`src/hdl/free_list_block_allocator_core_defines.svh`:
```
// Assertion macros shared by the allocator RTL.
// Both macros sample on i_clk and are disabled while i_rst_n is low.
`ifndef FREE_LIST_BLOCK_ALLOCATOR_CORE_DEFINES_SVH
`define FREE_LIST_BLOCK_ALLOCATOR_CORE_DEFINES_SVH

// The consequent must hold in the same cycle as the antecedent.
`define FLBA_ASSERT_SAME(label, ante, cons) \
    label: assert property (@(posedge i_clk) disable iff (!i_rst_n) (ante) |-> (cons)) \
        else $error("allocator check failed in the same cycle");

// The consequent must hold in the cycle after the antecedent.
`define FLBA_ASSERT_NEXT(label, ante, cons) \
    label: assert property (@(posedge i_clk) disable iff (!i_rst_n) (ante) |=> (cons)) \
        else $error("allocator check failed one cycle later");

`endif

```
`src/hdl/flba_pkg.sv`:
```
package flba_pkg;

    // Request kinds.
    localparam logic KIND_ALLOC   = 1'b0;
    localparam logic KIND_RELEASE = 1'b1;

    // Result status codes.
    typedef logic [1:0] t_status;
    localparam t_status ST_OK        = 2'd0;
    localparam t_status ST_EXHAUSTED = 2'd1;
    localparam t_status ST_RANGE     = 2'd2;

    // Configuration register indexes.
    localparam int CFG_IDX_W  = 1;
    localparam int CFG_DATA_W = 32;
    localparam logic [CFG_IDX_W-1:0] CFG_BASE  = 1'd0;
    localparam logic [CFG_IDX_W-1:0] CFG_BYTES = 1'd1;

    // Field widths fixed by the interface.
    localparam int BASE_W  = 32;
    localparam int BYTES_W = 17;
    localparam int RIDX_W  = 8;
    localparam int GIDX_W  = 8;
    localparam int ADDR_W  = 48;
    localparam int MARK_W  = 9;

    // Outcome of one allocate or release step.
    typedef struct packed {
        t_status status;
        logic    grant;
    } t_step_rsp;

endpackage

```
`src/hdl/flba_link_ram.sv`:
```
module flba_link_ram #(
    parameter int DEPTH = 256,
    parameter int AW    = 8,
    parameter int DW    = 9
) (
    input  logic          i_clk,
    input  logic          i_we,
    input  logic [AW-1:0] i_waddr,
    input  logic [DW-1:0] i_wdata,
    input  logic          i_re,
    input  logic [AW-1:0] i_raddr,
    output logic [DW-1:0] o_rdata
);

    logic [DW-1:0] r_mem [DEPTH];
    logic [DW-1:0] r_rdata;

    // One write port for pushes.
    always_ff @(posedge i_clk) begin
        if (i_we) begin
            r_mem[i_waddr] <= i_wdata;
        end
    end

    // One registered read port for the link prefetch.
    always_ff @(posedge i_clk) begin
        if (i_re) begin
            r_rdata <= r_mem[i_raddr];
        end
    end

    assign o_rdata = r_rdata;

endmodule

```
`src/hdl/flba_alloc_state.sv`:
```
module flba_alloc_state #(
    parameter int POOL_BLOCKS = 256,
    parameter int IW          = 8,
    parameter int CW          = 9
) (
    input  logic                      i_clk,
    input  logic                      i_rst_n,
    input  logic                      i_go,
    input  logic                      i_kind,
    input  logic [flba_pkg::RIDX_W-1:0] i_rel_index,
    output flba_pkg::t_step_rsp       o_rsp,
    output logic [IW-1:0]             o_idx,
    output logic [CW-1:0]             o_mark_next,
    output logic [CW-1:0]             o_mark,
    output logic [CW-1:0]             o_bump
);

    // Common width for comparing the release index against counts.
    localparam int WW = (CW > flba_pkg::RIDX_W) ? CW : flba_pkg::RIDX_W;
    localparam int LW = IW + 1;

    logic          r_head_valid;
    logic [IW-1:0] r_head;
    logic [LW-1:0] r_head_next;
    logic          r_hn_from_mem;
    logic [CW-1:0] r_bump;
    logic [CW-1:0] r_mark;

    logic          n_head_valid;
    logic [IW-1:0] n_head;
    logic [LW-1:0] n_head_next;
    logic          n_hn_from_mem;
    logic [CW-1:0] n_bump;
    logic [CW-1:0] n_mark;

    logic [LW-1:0] w_hn;
    logic [LW-1:0] w_rdata;
    logic          w_we;
    logic          w_re;
    logic [IW-1:0] w_rel;
    logic [WW-1:0] w_rel_ext;

    // The link of the current head is either the prefetched read or a register.
    assign w_hn      = r_hn_from_mem ? w_rdata : r_head_next;
    assign w_rel     = IW'(i_rel_index);
    assign w_rel_ext = WW'(i_rel_index);

    // Decide the step and the next state.
    always_comb begin
        n_head_valid  = r_head_valid;
        n_head        = r_head;
        n_head_next   = r_head_next;
        n_hn_from_mem = r_hn_from_mem;
        n_bump        = r_bump;
        n_mark        = r_mark;
        o_rsp.status  = flba_pkg::ST_OK;
        o_rsp.grant   = 1'b0;
        o_idx         = '0;
        w_we          = 1'b0;
        w_re          = 1'b0;
        if (i_kind == flba_pkg::KIND_ALLOC) begin
            if (r_head_valid) begin
                // Pop the free list and prefetch the link of the new head.
                o_rsp.grant   = 1'b1;
                o_idx         = r_head;
                n_head_valid  = w_hn[IW];
                n_head        = w_hn[IW-1:0];
                n_hn_from_mem = 1'b1;
                w_re          = i_go;
            end else if (r_bump < CW'(POOL_BLOCKS)) begin
                // Hand out a never-used block.
                o_rsp.grant = 1'b1;
                o_idx       = IW'(r_bump);
                n_bump      = r_bump + CW'(1);
                n_mark      = r_mark + CW'(1);
            end else begin
                o_rsp.status = flba_pkg::ST_EXHAUSTED;
            end
        end else begin
            if (w_rel_ext >= WW'(r_bump)) begin
                o_rsp.status = flba_pkg::ST_RANGE;
            end else begin
                // Push the block and lower the mark if it sat just below it.
                if (r_mark != '0 && (w_rel_ext + WW'(1)) == WW'(r_mark)) begin
                    n_mark = r_mark - CW'(1);
                end
                w_we          = i_go;
                n_head_next   = {r_head_valid, r_head};
                n_hn_from_mem = 1'b0;
                n_head        = w_rel;
                n_head_valid  = 1'b1;
            end
        end
    end

    // State registers move only when a step executes.
    always_ff @(posedge i_clk) begin
        if (!i_rst_n) begin
            r_head_valid  <= 1'b0;
            r_hn_from_mem <= 1'b0;
            r_bump        <= '0;
            r_mark        <= '0;
        end else if (i_go) begin
            r_head_valid  <= n_head_valid;
            r_hn_from_mem <= n_hn_from_mem;
            r_bump        <= n_bump;
            r_mark        <= n_mark;
        end
    end

    always_ff @(posedge i_clk) begin
        if (i_go) begin
            r_head      <= n_head;
            r_head_next <= n_head_next;
        end
    end

    flba_link_ram #(
        .DEPTH(POOL_BLOCKS),
        .AW   (IW),
        .DW   (LW)
    ) u_link_ram (
        .i_clk  (i_clk),
        .i_we   (w_we),
        .i_waddr(w_rel),
        .i_wdata({r_head_valid, r_head}),
        .i_re   (w_re),
        .i_raddr(w_hn[IW-1:0]),
        .o_rdata(w_rdata)
    );

    assign o_mark_next = n_mark;
    assign o_mark      = r_mark;
    assign o_bump      = r_bump;

endmodule

```
`src/hdl/free_list_block_allocator_core.sv`:
```
// A request is held in the input register, and its result is registered in the result register.
// Throughput: one allocate or release per cycle while the result side is not stalled, set by the head pop
// that uses the prefetched link of the head and one link RAM write per push.
// Reset (synchronous, active low) empties the free list, clears the bump count and
// the mark, and loads base address 0 and block size 64; link RAM is not cleared.
`include "free_list_block_allocator_core_defines.svh"

module free_list_block_allocator_core #(
    parameter int POOL_BLOCKS = 256
) (
    input  logic                              i_clk,
    input  logic                              i_rst_n,
    input  logic                              i_cfg_we,
    input  logic [flba_pkg::CFG_IDX_W-1:0]    i_cfg_index,
    input  logic [flba_pkg::CFG_DATA_W-1:0]   i_cfg_data,
    input  logic                              i_in_valid,
    output logic                              o_in_stall,
    input  logic                              i_kind,
    input  logic [flba_pkg::RIDX_W-1:0]       i_release_index,
    output logic                              o_out_valid,
    input  logic                              i_out_stall,
    output logic [1:0]                        o_status,
    output logic [flba_pkg::GIDX_W-1:0]       o_granted_index,
    output logic [flba_pkg::ADDR_W-1:0]       o_granted_address,
    output logic [flba_pkg::MARK_W-1:0]       o_occupied_mark
);

    localparam int IW = (POOL_BLOCKS > 1) ? $clog2(POOL_BLOCKS) : 1;
    localparam int CW = $clog2(POOL_BLOCKS + 1);
    localparam int PW = IW + flba_pkg::BYTES_W;

    logic [flba_pkg::BASE_W-1:0]  r_base;
    logic [flba_pkg::BYTES_W-1:0] r_block_bytes;

    logic                         r_s1_valid;
    logic                         r_s1_kind;
    logic [flba_pkg::RIDX_W-1:0]  r_s1_index;

    logic                         r_out_valid;
    flba_pkg::t_status            r_status;
    logic [flba_pkg::GIDX_W-1:0]  r_gidx;
    logic [flba_pkg::ADDR_W-1:0]  r_gaddr;
    logic [flba_pkg::MARK_W-1:0]  r_mark_out;

    logic                         w_s1_load;
    logic                         w_s2_load;
    logic                         w_go;
    flba_pkg::t_step_rsp          w_rsp;
    logic [IW-1:0]                w_idx;
    logic [CW-1:0]                w_mark_next;
    logic [CW-1:0]                w_mark;
    logic [CW-1:0]                w_bump;
    logic [PW-1:0]                w_prod;
    logic [flba_pkg::ADDR_W-1:0]  w_gaddr;
    logic                         w_exhaust;

    // Configuration writes.
    always_ff @(posedge i_clk) begin
        if (!i_rst_n) begin
            r_base        <= '0;
            r_block_bytes <= flba_pkg::BYTES_W'(64);
        end else if (i_cfg_we) begin
            case (i_cfg_index)
                flba_pkg::CFG_BASE:  r_base        <= i_cfg_data;
                flba_pkg::CFG_BYTES: r_block_bytes <= i_cfg_data[flba_pkg::BYTES_W-1:0];
                default: ;
            endcase
        end
    end

    // Flow control: the result register frees up when it is empty or taken.
    assign w_s2_load  = !r_out_valid || !i_out_stall;
    assign w_s1_load  = !r_s1_valid || w_s2_load;
    assign o_in_stall = !w_s1_load;
    assign w_go       = r_s1_valid && w_s2_load;

    // Input register.
    always_ff @(posedge i_clk) begin
        if (!i_rst_n) begin
            r_s1_valid <= 1'b0;
        end else if (w_s1_load) begin
            r_s1_valid <= i_in_valid;
        end
    end

    always_ff @(posedge i_clk) begin
        if (w_s1_load && i_in_valid) begin
            r_s1_kind  <= i_kind;
            r_s1_index <= i_release_index;
        end
    end

    flba_alloc_state #(
        .POOL_BLOCKS(POOL_BLOCKS),
        .IW         (IW),
        .CW         (CW)
    ) u_state (
        .i_clk      (i_clk),
        .i_rst_n    (i_rst_n),
        .i_go       (w_go),
        .i_kind     (r_s1_kind),
        .i_rel_index(r_s1_index),
        .o_rsp      (w_rsp),
        .o_idx      (w_idx),
        .o_mark_next(w_mark_next),
        .o_mark     (w_mark),
        .o_bump     (w_bump)
    );

    // Byte address of the granted block.
    assign w_prod  = PW'(w_idx) * PW'(r_block_bytes);
    assign w_gaddr = flba_pkg::ADDR_W'(r_base) + flba_pkg::ADDR_W'(w_prod);

    // Result register.
    always_ff @(posedge i_clk) begin
        if (!i_rst_n) begin
            r_out_valid <= 1'b0;
        end else if (w_s2_load) begin
            r_out_valid <= r_s1_valid;
        end
    end

    always_ff @(posedge i_clk) begin
        if (w_go) begin
            r_status   <= w_rsp.status;
            r_gidx     <= w_rsp.grant ? flba_pkg::GIDX_W'(w_idx) : '0;
            r_gaddr    <= w_rsp.grant ? w_gaddr : '0;
            r_mark_out <= flba_pkg::MARK_W'(w_mark_next);
        end
    end

    assign o_out_valid       = r_out_valid;
    assign o_status          = r_status;
    assign o_granted_index   = r_gidx;
    assign o_granted_address = r_gaddr;
    assign o_occupied_mark   = r_mark_out;

    assign w_exhaust = w_go && (w_rsp.status == flba_pkg::ST_EXHAUSTED);

    // The mark never passes the number of blocks ever handed out.
    `FLBA_ASSERT_SAME(a_mark_le_bump, 1'b1, w_mark <= w_bump)
    // Exhaustion is reported only when the bump counter is spent.
    `FLBA_ASSERT_SAME(a_exhaust_full, w_exhaust, w_bump == CW'(POOL_BLOCKS))
    // A full input register behind a stalled result holds off new transactions.
    `FLBA_ASSERT_SAME(a_backpressure, r_s1_valid && r_out_valid && i_out_stall, o_in_stall)
    // An executed step always shows up in the result register next cycle.
    `FLBA_ASSERT_NEXT(a_step_to_out, w_go, r_out_valid)

endmodule

```
`config.mk`:
```
export PLATFORM = sky130hd
export DESIGN_NAME = free_list_block_allocator_core
export DESIGN_NICKNAME = d
export VERILOG_FILES = /design/src/hdl/flba_pkg.sv /design/src/hdl/flba_link_ram.sv /design/src/hdl/flba_alloc_state.sv /design/src/hdl/free_list_block_allocator_core.sv
export VERILOG_INCLUDE_DIRS = /design/src /design/src/hdl
export SDC_FILE = /design/constraint.sdc
export NUM_CORES = 2
export LEC_CHECK = 0
export ABC_AREA = 1
export ABC_CLOCK_PERIOD_IN_PS = 14950
export BUFFER_PORTS_ARGS = -buffer_cell sky130_fd_sc_hd__buf_2
export CORE_MARGIN = 10
export CORE_UTILIZATION = 49
export DETAILED_ROUTE_END_ITERATION = 12
export SETUP_SLACK_MARGIN = 0.05
export SYNTH_ARGS = -nofsm -noshare
export SYNTH_HDL_FRONTEND = slang
export SYNTH_SLANG_ARGS = --single-unit
export TNS_END_PERCENT = 20
```
`constraint.sdc`:
```
create_clock -name i_clk -period 14.95 [get_ports i_clk]
set_input_delay 0.7475 -clock i_clk [delete_from_list [all_inputs] [get_ports i_clk]]
set_output_delay 0.7475 -clock i_clk [all_outputs]
set_load 0.01 [all_outputs]
```
[Word-level counts from Yosys, hierarchy flattened]
Memory sizes are Yosys's and may differ from the RTL's. A register that Yosys moved wholly into a read port is not among the register bits.
Cells that the tools add are included.
Word-level totals
  flip-flop bits (word level): 164
  bits in writable memories: 2304
  bits of input ports: 47
  logic and storage cells: 79
  memories: 1
Memories
  u_state.u_link_ram.r_mem: depth 256, width 9, rd ports 1, clocked after Yosys merged registers in 1, write ports 1, line flba_link_ram.sv:15  | logic [DW-1:0] r_mem [DEPTH];
Cells by class
  add/subtract/negate cells: 5
  $mul: 1
  order comparisons: 2
  equal/unequal tests: 2
  multiplexer cells: 31
  bitwise operators: 4
  reductions and logical operators: 17
Operators by type and width (count)
  $mux W9: 6
  $mux W8: 6
  $add A32 B25 Y33: 1
  $mul A8 B17 Y25: 1
  $add A9 B1 Y9 const B: 2
  $mux W1: 16
  $add A8 B1 Y9 const B: 1
  $eq A9 B9 Y1: 1
  $ge A8 B9 Y1: 1
  $lt A9 B9 Y1 const B: 1
  $reduce_bool A9 Y1: 1
  $sub A9 B1 Y9 const B: 1
  $mux W2: 3
  $reduce_and A2 Y1: 3
  $reduce_and A3 Y1: 2
  $logic_not A1 Y1: 4
  $not A1 Y1: 4
  $reduce_and A4 Y1: 1
  $logic_and A1 B1 Y1: 3
  $logic_or A1 B1 Y1: 2
  $ne A2 B2 Y1 const B: 1
  $reduce_bool A2 Y1: 1

[Depth between registers and ports, before layout]
  word-level depth: 7
  depth in mapped cells: 27

[By module]
Synthesis repeated with hierarchy kept, for this count alone.
Unflattened totals
  cells, all modules: 9531
  area total of the unflattened synthesis: 106203.1 um^2
By module, submodules not included
  flba_link_ram: times used 1, cells an instance 7826, area each 93609.8 um^2
  free_list_block_allocator_core: times used 1, cells an instance 1335, area each 10030.9 um^2
  flba_alloc_state: times used 1, cells an instance 370, area each 2562.5 um^2

[Worst setup path after synthesis]
Ideal clock, no wire load.
  path kind: flip-flop to flip-flop
  from: register u_state.r_head_valid
  to: register r_gaddr (netlist bit o_granted_address[24]) (data pin)
  library setup time: 253 ps
  data arrival time: 8560 ps
  required time: 14697 ps
  setup slack: 6138 ps
  cell stages (with the launch flop): 23
  buffers on the path: 1
  cells stage by stage: dfxtp_1 > inv_1 > nor2_1 > inv_1 > o22ai_1 > clkbuf_1 > nand2_1 > fa_1 > inv_1 > fa_1 > fa_1 > inv_1 > fa_1 > inv_1 > ha_1 > nand2_1 > nor2_1 > nand2_1 > o311ai_0 > a21o_1 > nand2_1 > nand2_1 > nor2_1
Between the ends
  cells in the longest elaborated chain, start to end: 4
RTL lines
  start, declared: line flba_alloc_state.sv:22  | logic r_head_valid;
  start signal, assigned: line flba_alloc_state.sv:104  | r_head_valid <= n_head_valid;
  $mux W8: line flba_alloc_state.sv:62  | if (r_head_valid) begin
  $mux W8: line flba_alloc_state.sv:61  | if (i_kind == flba_pkg::KIND_ALLOC) begin
  $mul A8 B17 Y25: line free_list_block_allocator_core.sv:111  | assign w_prod = PW'(w_idx) * PW'(r_block_bytes);
  $add A32 B25 Y33: line free_list_block_allocator_core.sv:112  | assign w_gaddr = flba_pkg::ADDR_W'(r_base) + flba_pkg::ADDR_W'(w_prod);
  end signal, assigned: line free_list_block_allocator_core.sv:127  | r_gaddr <= w_rsp.grant ? w_gaddr : '0;
  end, declared: line free_list_block_allocator_core.sv:42  | logic [flba_pkg::ADDR_W-1:0] r_gaddr;
Parallel ways exist; a longest one is shown, timed or not.
A chain may end at the register's enable or synchronous reset.

[Worst setup path in the final report]
  from: register r_s1_kind
  to: register r_gaddr (netlist bit o_granted_address[24]) (data pin)
Between the ends
  cells in the longest elaborated chain, start to end: 3
RTL lines
  start, declared: line free_list_block_allocator_core.sv:36  | logic r_s1_kind;
  start signal, assigned: line free_list_block_allocator_core.sv:88  | r_s1_kind <= i_kind;
  $mux W8: line flba_alloc_state.sv:61
  $mul A8 B17 Y25: line free_list_block_allocator_core.sv:111
  $add A32 B25 Y33: line free_list_block_allocator_core.sv:112
Parallel ways exist; a longest one is shown, timed or not.

==> metrics.md <==
| Metric | Value |
|---|---|
| PortBufs | `100` |
| Internal power | `0.0114 W` |
| Die area | `239000 um2` |
| WP data required | `15.62 ns` |
| Flop-to-flop setup slack | `8.21 ns` |
| Share of layout cells above drive strength 1 | `6.20%` |
| Hold Path Depth | `1` |
| Post-detailed-route via-to-cell ratio | `5.63` |
| Hold_sp | `i_release_index[6]` |
| Post-synth EDFFs | `2391` |
| Placed Area | `110000 um2` |
| RSZ-0062 raised after global routing | `false` |
| Hpwl dp | `164000 um` |
| DR DRC count | `0` |
| Final worst slack | `8.21 ns` |
| Die Height | `489 um` |
| Warnings from Yosys | `0` |
| Peak supply drop | `116 uV` |
| Final TNS setup | `0 ns` |
| # IOs | `116` |
| H-Tree Depth | `5` |
| LEAKAGE | `44.2 nW` |
| Post-CTS repair timing setup buffer count | `0` |
| First-pass GRT wire length | `433000 um` |
| Crit. End Element | `register` |
| Total grt overflow | `0` |
| Ys async rst share | `0%` |
| Part of the power in the clock network | `44.6%` |
| Initial antenna violation count | `6` |
| Clk Tree Root Cell | `clkbuf_16` |
| Worst Max-Slew Pin Slew | `1.29 ns` |
| Final setup viols | `0` |
| Drt total wl | `290000 um` |
| Clk sinks | `2462` |
| WP data arrival | `7.41 ns` |
| Core box area | `219000 um2` |
| Layout area overhead | `10.2%` |
| Routability cong. | `0.866` |
| Sw frac | `20.9%` |
| Worst Reg-to-Reg Cells | `20` |
| Hold worst-path end | `r_s1_index[6]$_DFFE_PP_` |
| Power per cell area | `121 nW/um2` |
| Distinct cells, synth | `45` |
| Slew margin rel. | `13.7%` |
| Number of synthesized register bits | `2462` |
| Max FO, Critical Path | `23` |
| Layout Skew | `0.0340 ns` |
| Vias in the first global route | `67.8k` |
| DP Worst Slack | `8.07 ns` |
| Worst Setup Start Kind | `register` |
| Nets@finish | `9703` |
| Final Cycle Share | `45.1%` |
| Max clock buf depth | `4` |
| Final hold vios | `0` |
| Most common flop cell mapped by yosys | `edfxtp_1` |
| Clk_lat worst skew | `0.92 ns` |
| Pin count of the biggest net entering global routing | `228` |
| Mapped Cells | `9555` |
| Row count | `172` |
| Crit Path Class | `register to register` |
| Mean Syn Cell Area | `11.3 um2` |
| Cell Area, Synth | `108000 um2` |
| Hold crit path type | `primary input to register` |
| Vias | `70.6k` |
| CTS tree | `yes` |
| Initial Utilization | `49.2%` |
| Detailed-route wire length per cell | `23.1 um` |
| Worst r2r dst | `o_granted_address[24]$_SDFFCE_PN0P_` |
| TritonRoute pass-1 iters | `7` |
| Combinational share of power | `2.9%` |
| Sw Pwr | `0.00300 W` |
| Sequential power share | `52.5%` |
| Number of antenna-violating nets in the routed design | `0` |
| FF-to-FF Start | `r_s1_kind$_DFFE_PP_` |
| Post-Layout Inst Area | `119000 um2` |
| DRT iter0 DRCs | `7550` |
| Post-synthesis sequential area ratio | `67.9%` |
| Status | `complete, no violations` |
| CTS clk-pin slew, worst paths | `0.06 ns` |
| GR Util All Layers | `23.7%` |
| Pins Over Slew Limit | `0` |
| Final min period | `6.74 ns` |
| MaxCap Viol Count | `0` |
| CTS Buf Count | `278` |
| Die W | `489 um` |
| Maximum clock rate | `148 MHz` |
synthesized netlist by cell type, types with 19 or more instances:
cell,instances,area share (%)
clkbuf_1,197,0.69
inv_1,1156,4.0
edfxtp_1,2391,67
nand2_1,1884,6.6
o21ai_0,321,1.5
ha_1,65,0.75
o211ai_1,691,4.8
buf_2,294,1.4
dfxtp_1,71,1.3
buf_4,57,0.40
nor3_1,19,0.088
nand3_1,1246,5.8
buf_1,37,0.13
fa_1,113,2.1
a21oi_1,134,0.62
nor2_1,794,2.8
sequential cells by signal (all words and copies together), names as in the netlist:
| name | count |
|---|---|
| o_occupied_mark | 9 |
| o_granted_address | 33 |
| u_state.r_hn_from_mem | 1 |
| o_granted_index | 8 |
| u_state.u_link_ram.r_mem | 2304 |
| r_s1_kind | 1 |
| r_block_bytes | 17 |
| r_base | 32 |
| r_s1_valid | 1 |
| u_state.r_head | 8 |
| o_out_valid | 1 |
| o_status | 2 |
| u_state.o_mark | 9 |
| u_state.u_link_ram.o_rdata | 9 |
| u_state.r_head_next | 9 |
| r_s1_index | 8 |
| u_state.r_head_valid | 1 |
| u_state.o_bump | 9 |
repair_timing:
item                                   in CTS  in global routing
resized for setup                           0                  0
endpoints found under the hold margin       7                  0
hold buffers                                7                  0
worst max path at each step:
stage | from | end | slack (ns) | cells past startpoint
global placement | r_s1_kind$_DFFE_PP_ | o_granted_address[24]$_SDFFCE_PN0P_ | 8.24 | 21
finish | r_s1_kind$_DFFE_PP_ | o_granted_address[24]$_SDFFCE_PN0P_ | 8.21 | 20
CTS | r_s1_kind$_DFFE_PP_ | o_granted_address[24]$_SDFFCE_PN0P_ | 8.06 | 21
global route | r_s1_kind$_DFFE_PP_ | o_granted_address[24]$_SDFFCE_PN0P_ | 7.81 | 20
detailed placement | r_s1_kind$_DFFE_PP_ | o_granted_address[24]$_SDFFCE_PN0P_ | 8.07 | 21
floorplan | u_state.r_head_valid$_SDFFE_PN0P_ | o_granted_address[24]$_SDFFCE_PN0P_ | 6.14 | 22
critical path, cell delays in order (launching register included):
cell	delay [ns]
edfxtp_1	0.67
nor2_1	0.45
inv_1	0.17
o22ai_2	0.83
nand2_1	0.21
fa_1	0.57
inv_1	0.06
fa_1	0.49
fa_1	0.57
inv_1	0.06
fa_1	0.47
inv_1	0.04
ha_1	0.36
nand2_1	0.11
nor2_1	0.18
nand2_1	0.07
o311ai_0	0.81
a21o_1	0.22
nand2_1	0.05
nand2_1	0.06
nor2_1	0.04
cells in the final DEF (no fill, tap or decap), types with 13 or more instances in the layout:
master	Yosys	final
a21oi_1	134	134
buf_12	0	17
buf_2	294	100
buf_4	57	92
bufinv_16	0	13
clkbuf_1	197	65
clkbuf_16	0	288
clkinv_1	6	58
clkinv_2	0	35
conb_1	1	15
dfxtp_1	71	70
edfxtp_1	2391	2391
fa_1	113	113
ha_1	65	65
inv_1	1156	1155
nand2_1	1884	1881
nand3_1	1246	1246
nor2_1	794	794
nor3_1	19	18
o211ai_1	691	691
o21ai_0	321	316
metal layers:
metal / track usage [%] / wire, um
met1: 32.9 / 124000
met2: 37.5 / 134000
met3: 3.98 / 20200
met4: 9.29 / 11400
met5: 0 / 66
layout make-up:
| cell class | count | area [um2] |
|---|---|---|
| Clock buffer | 357 | 7510 |
| Fill cell | 18600 | 101000 |
| Multi-Input combinational cell | 5350 | 27600 |
| Sequential cell | 2462 | 73200 |
| Tap cell | 2871 | 3590 |
| Inverter | 1170 | 4400 |
| Clock inverter | 108 | 840 |
| Antenna cell | 8 | 20.0 |
| Timing Repair Buffer | 216 | 1600 |
through the flow:
step	util [%]	total power (W)	hold WS (ns)	std cells
finish	54.2	0.0144	0.0598	12500
global route	54.2	0.0148	0.0128	12500
CTS	54.2	0.0145	0.000527	12500
detailed placement	50.3	0.00810	0.495	12100
global placement	50.3	0.00809	0.492	12100
floorplan	-	0.00794	0.466	9569
cells by family after synthesis:
kind of cell / Yosys count / synth area share, %
AOI/OAI and AO/OA: 1181 / 7.16
xor gates and xnor gates: 2 / 0.0162
adders and majority gates: 178 / 2.85
buffers and inverters: 1757 / 6.67
DFF: 2462 / 67.9
other: 1 / 0.00348
and+or+nand+nor: 3974 / 15.4
power groups by stage:
stage | clock network (W) | registers [W] | logic [W]
2_1_floorplan | 0 | 0.00770 | 0.000238
3_3_place_gp | 0 | 0.00768 | 0.000410
3_5_place_dp | 0 | 0.00768 | 0.000414
4_1_cts | 0.00650 | 0.00754 | 0.000417
5_1_grt | 0.00677 | 0.00754 | 0.000456
6_report | 0.00641 | 0.00754 | 0.000417
No activity file was read; power rests on OpenSTA's default activity.
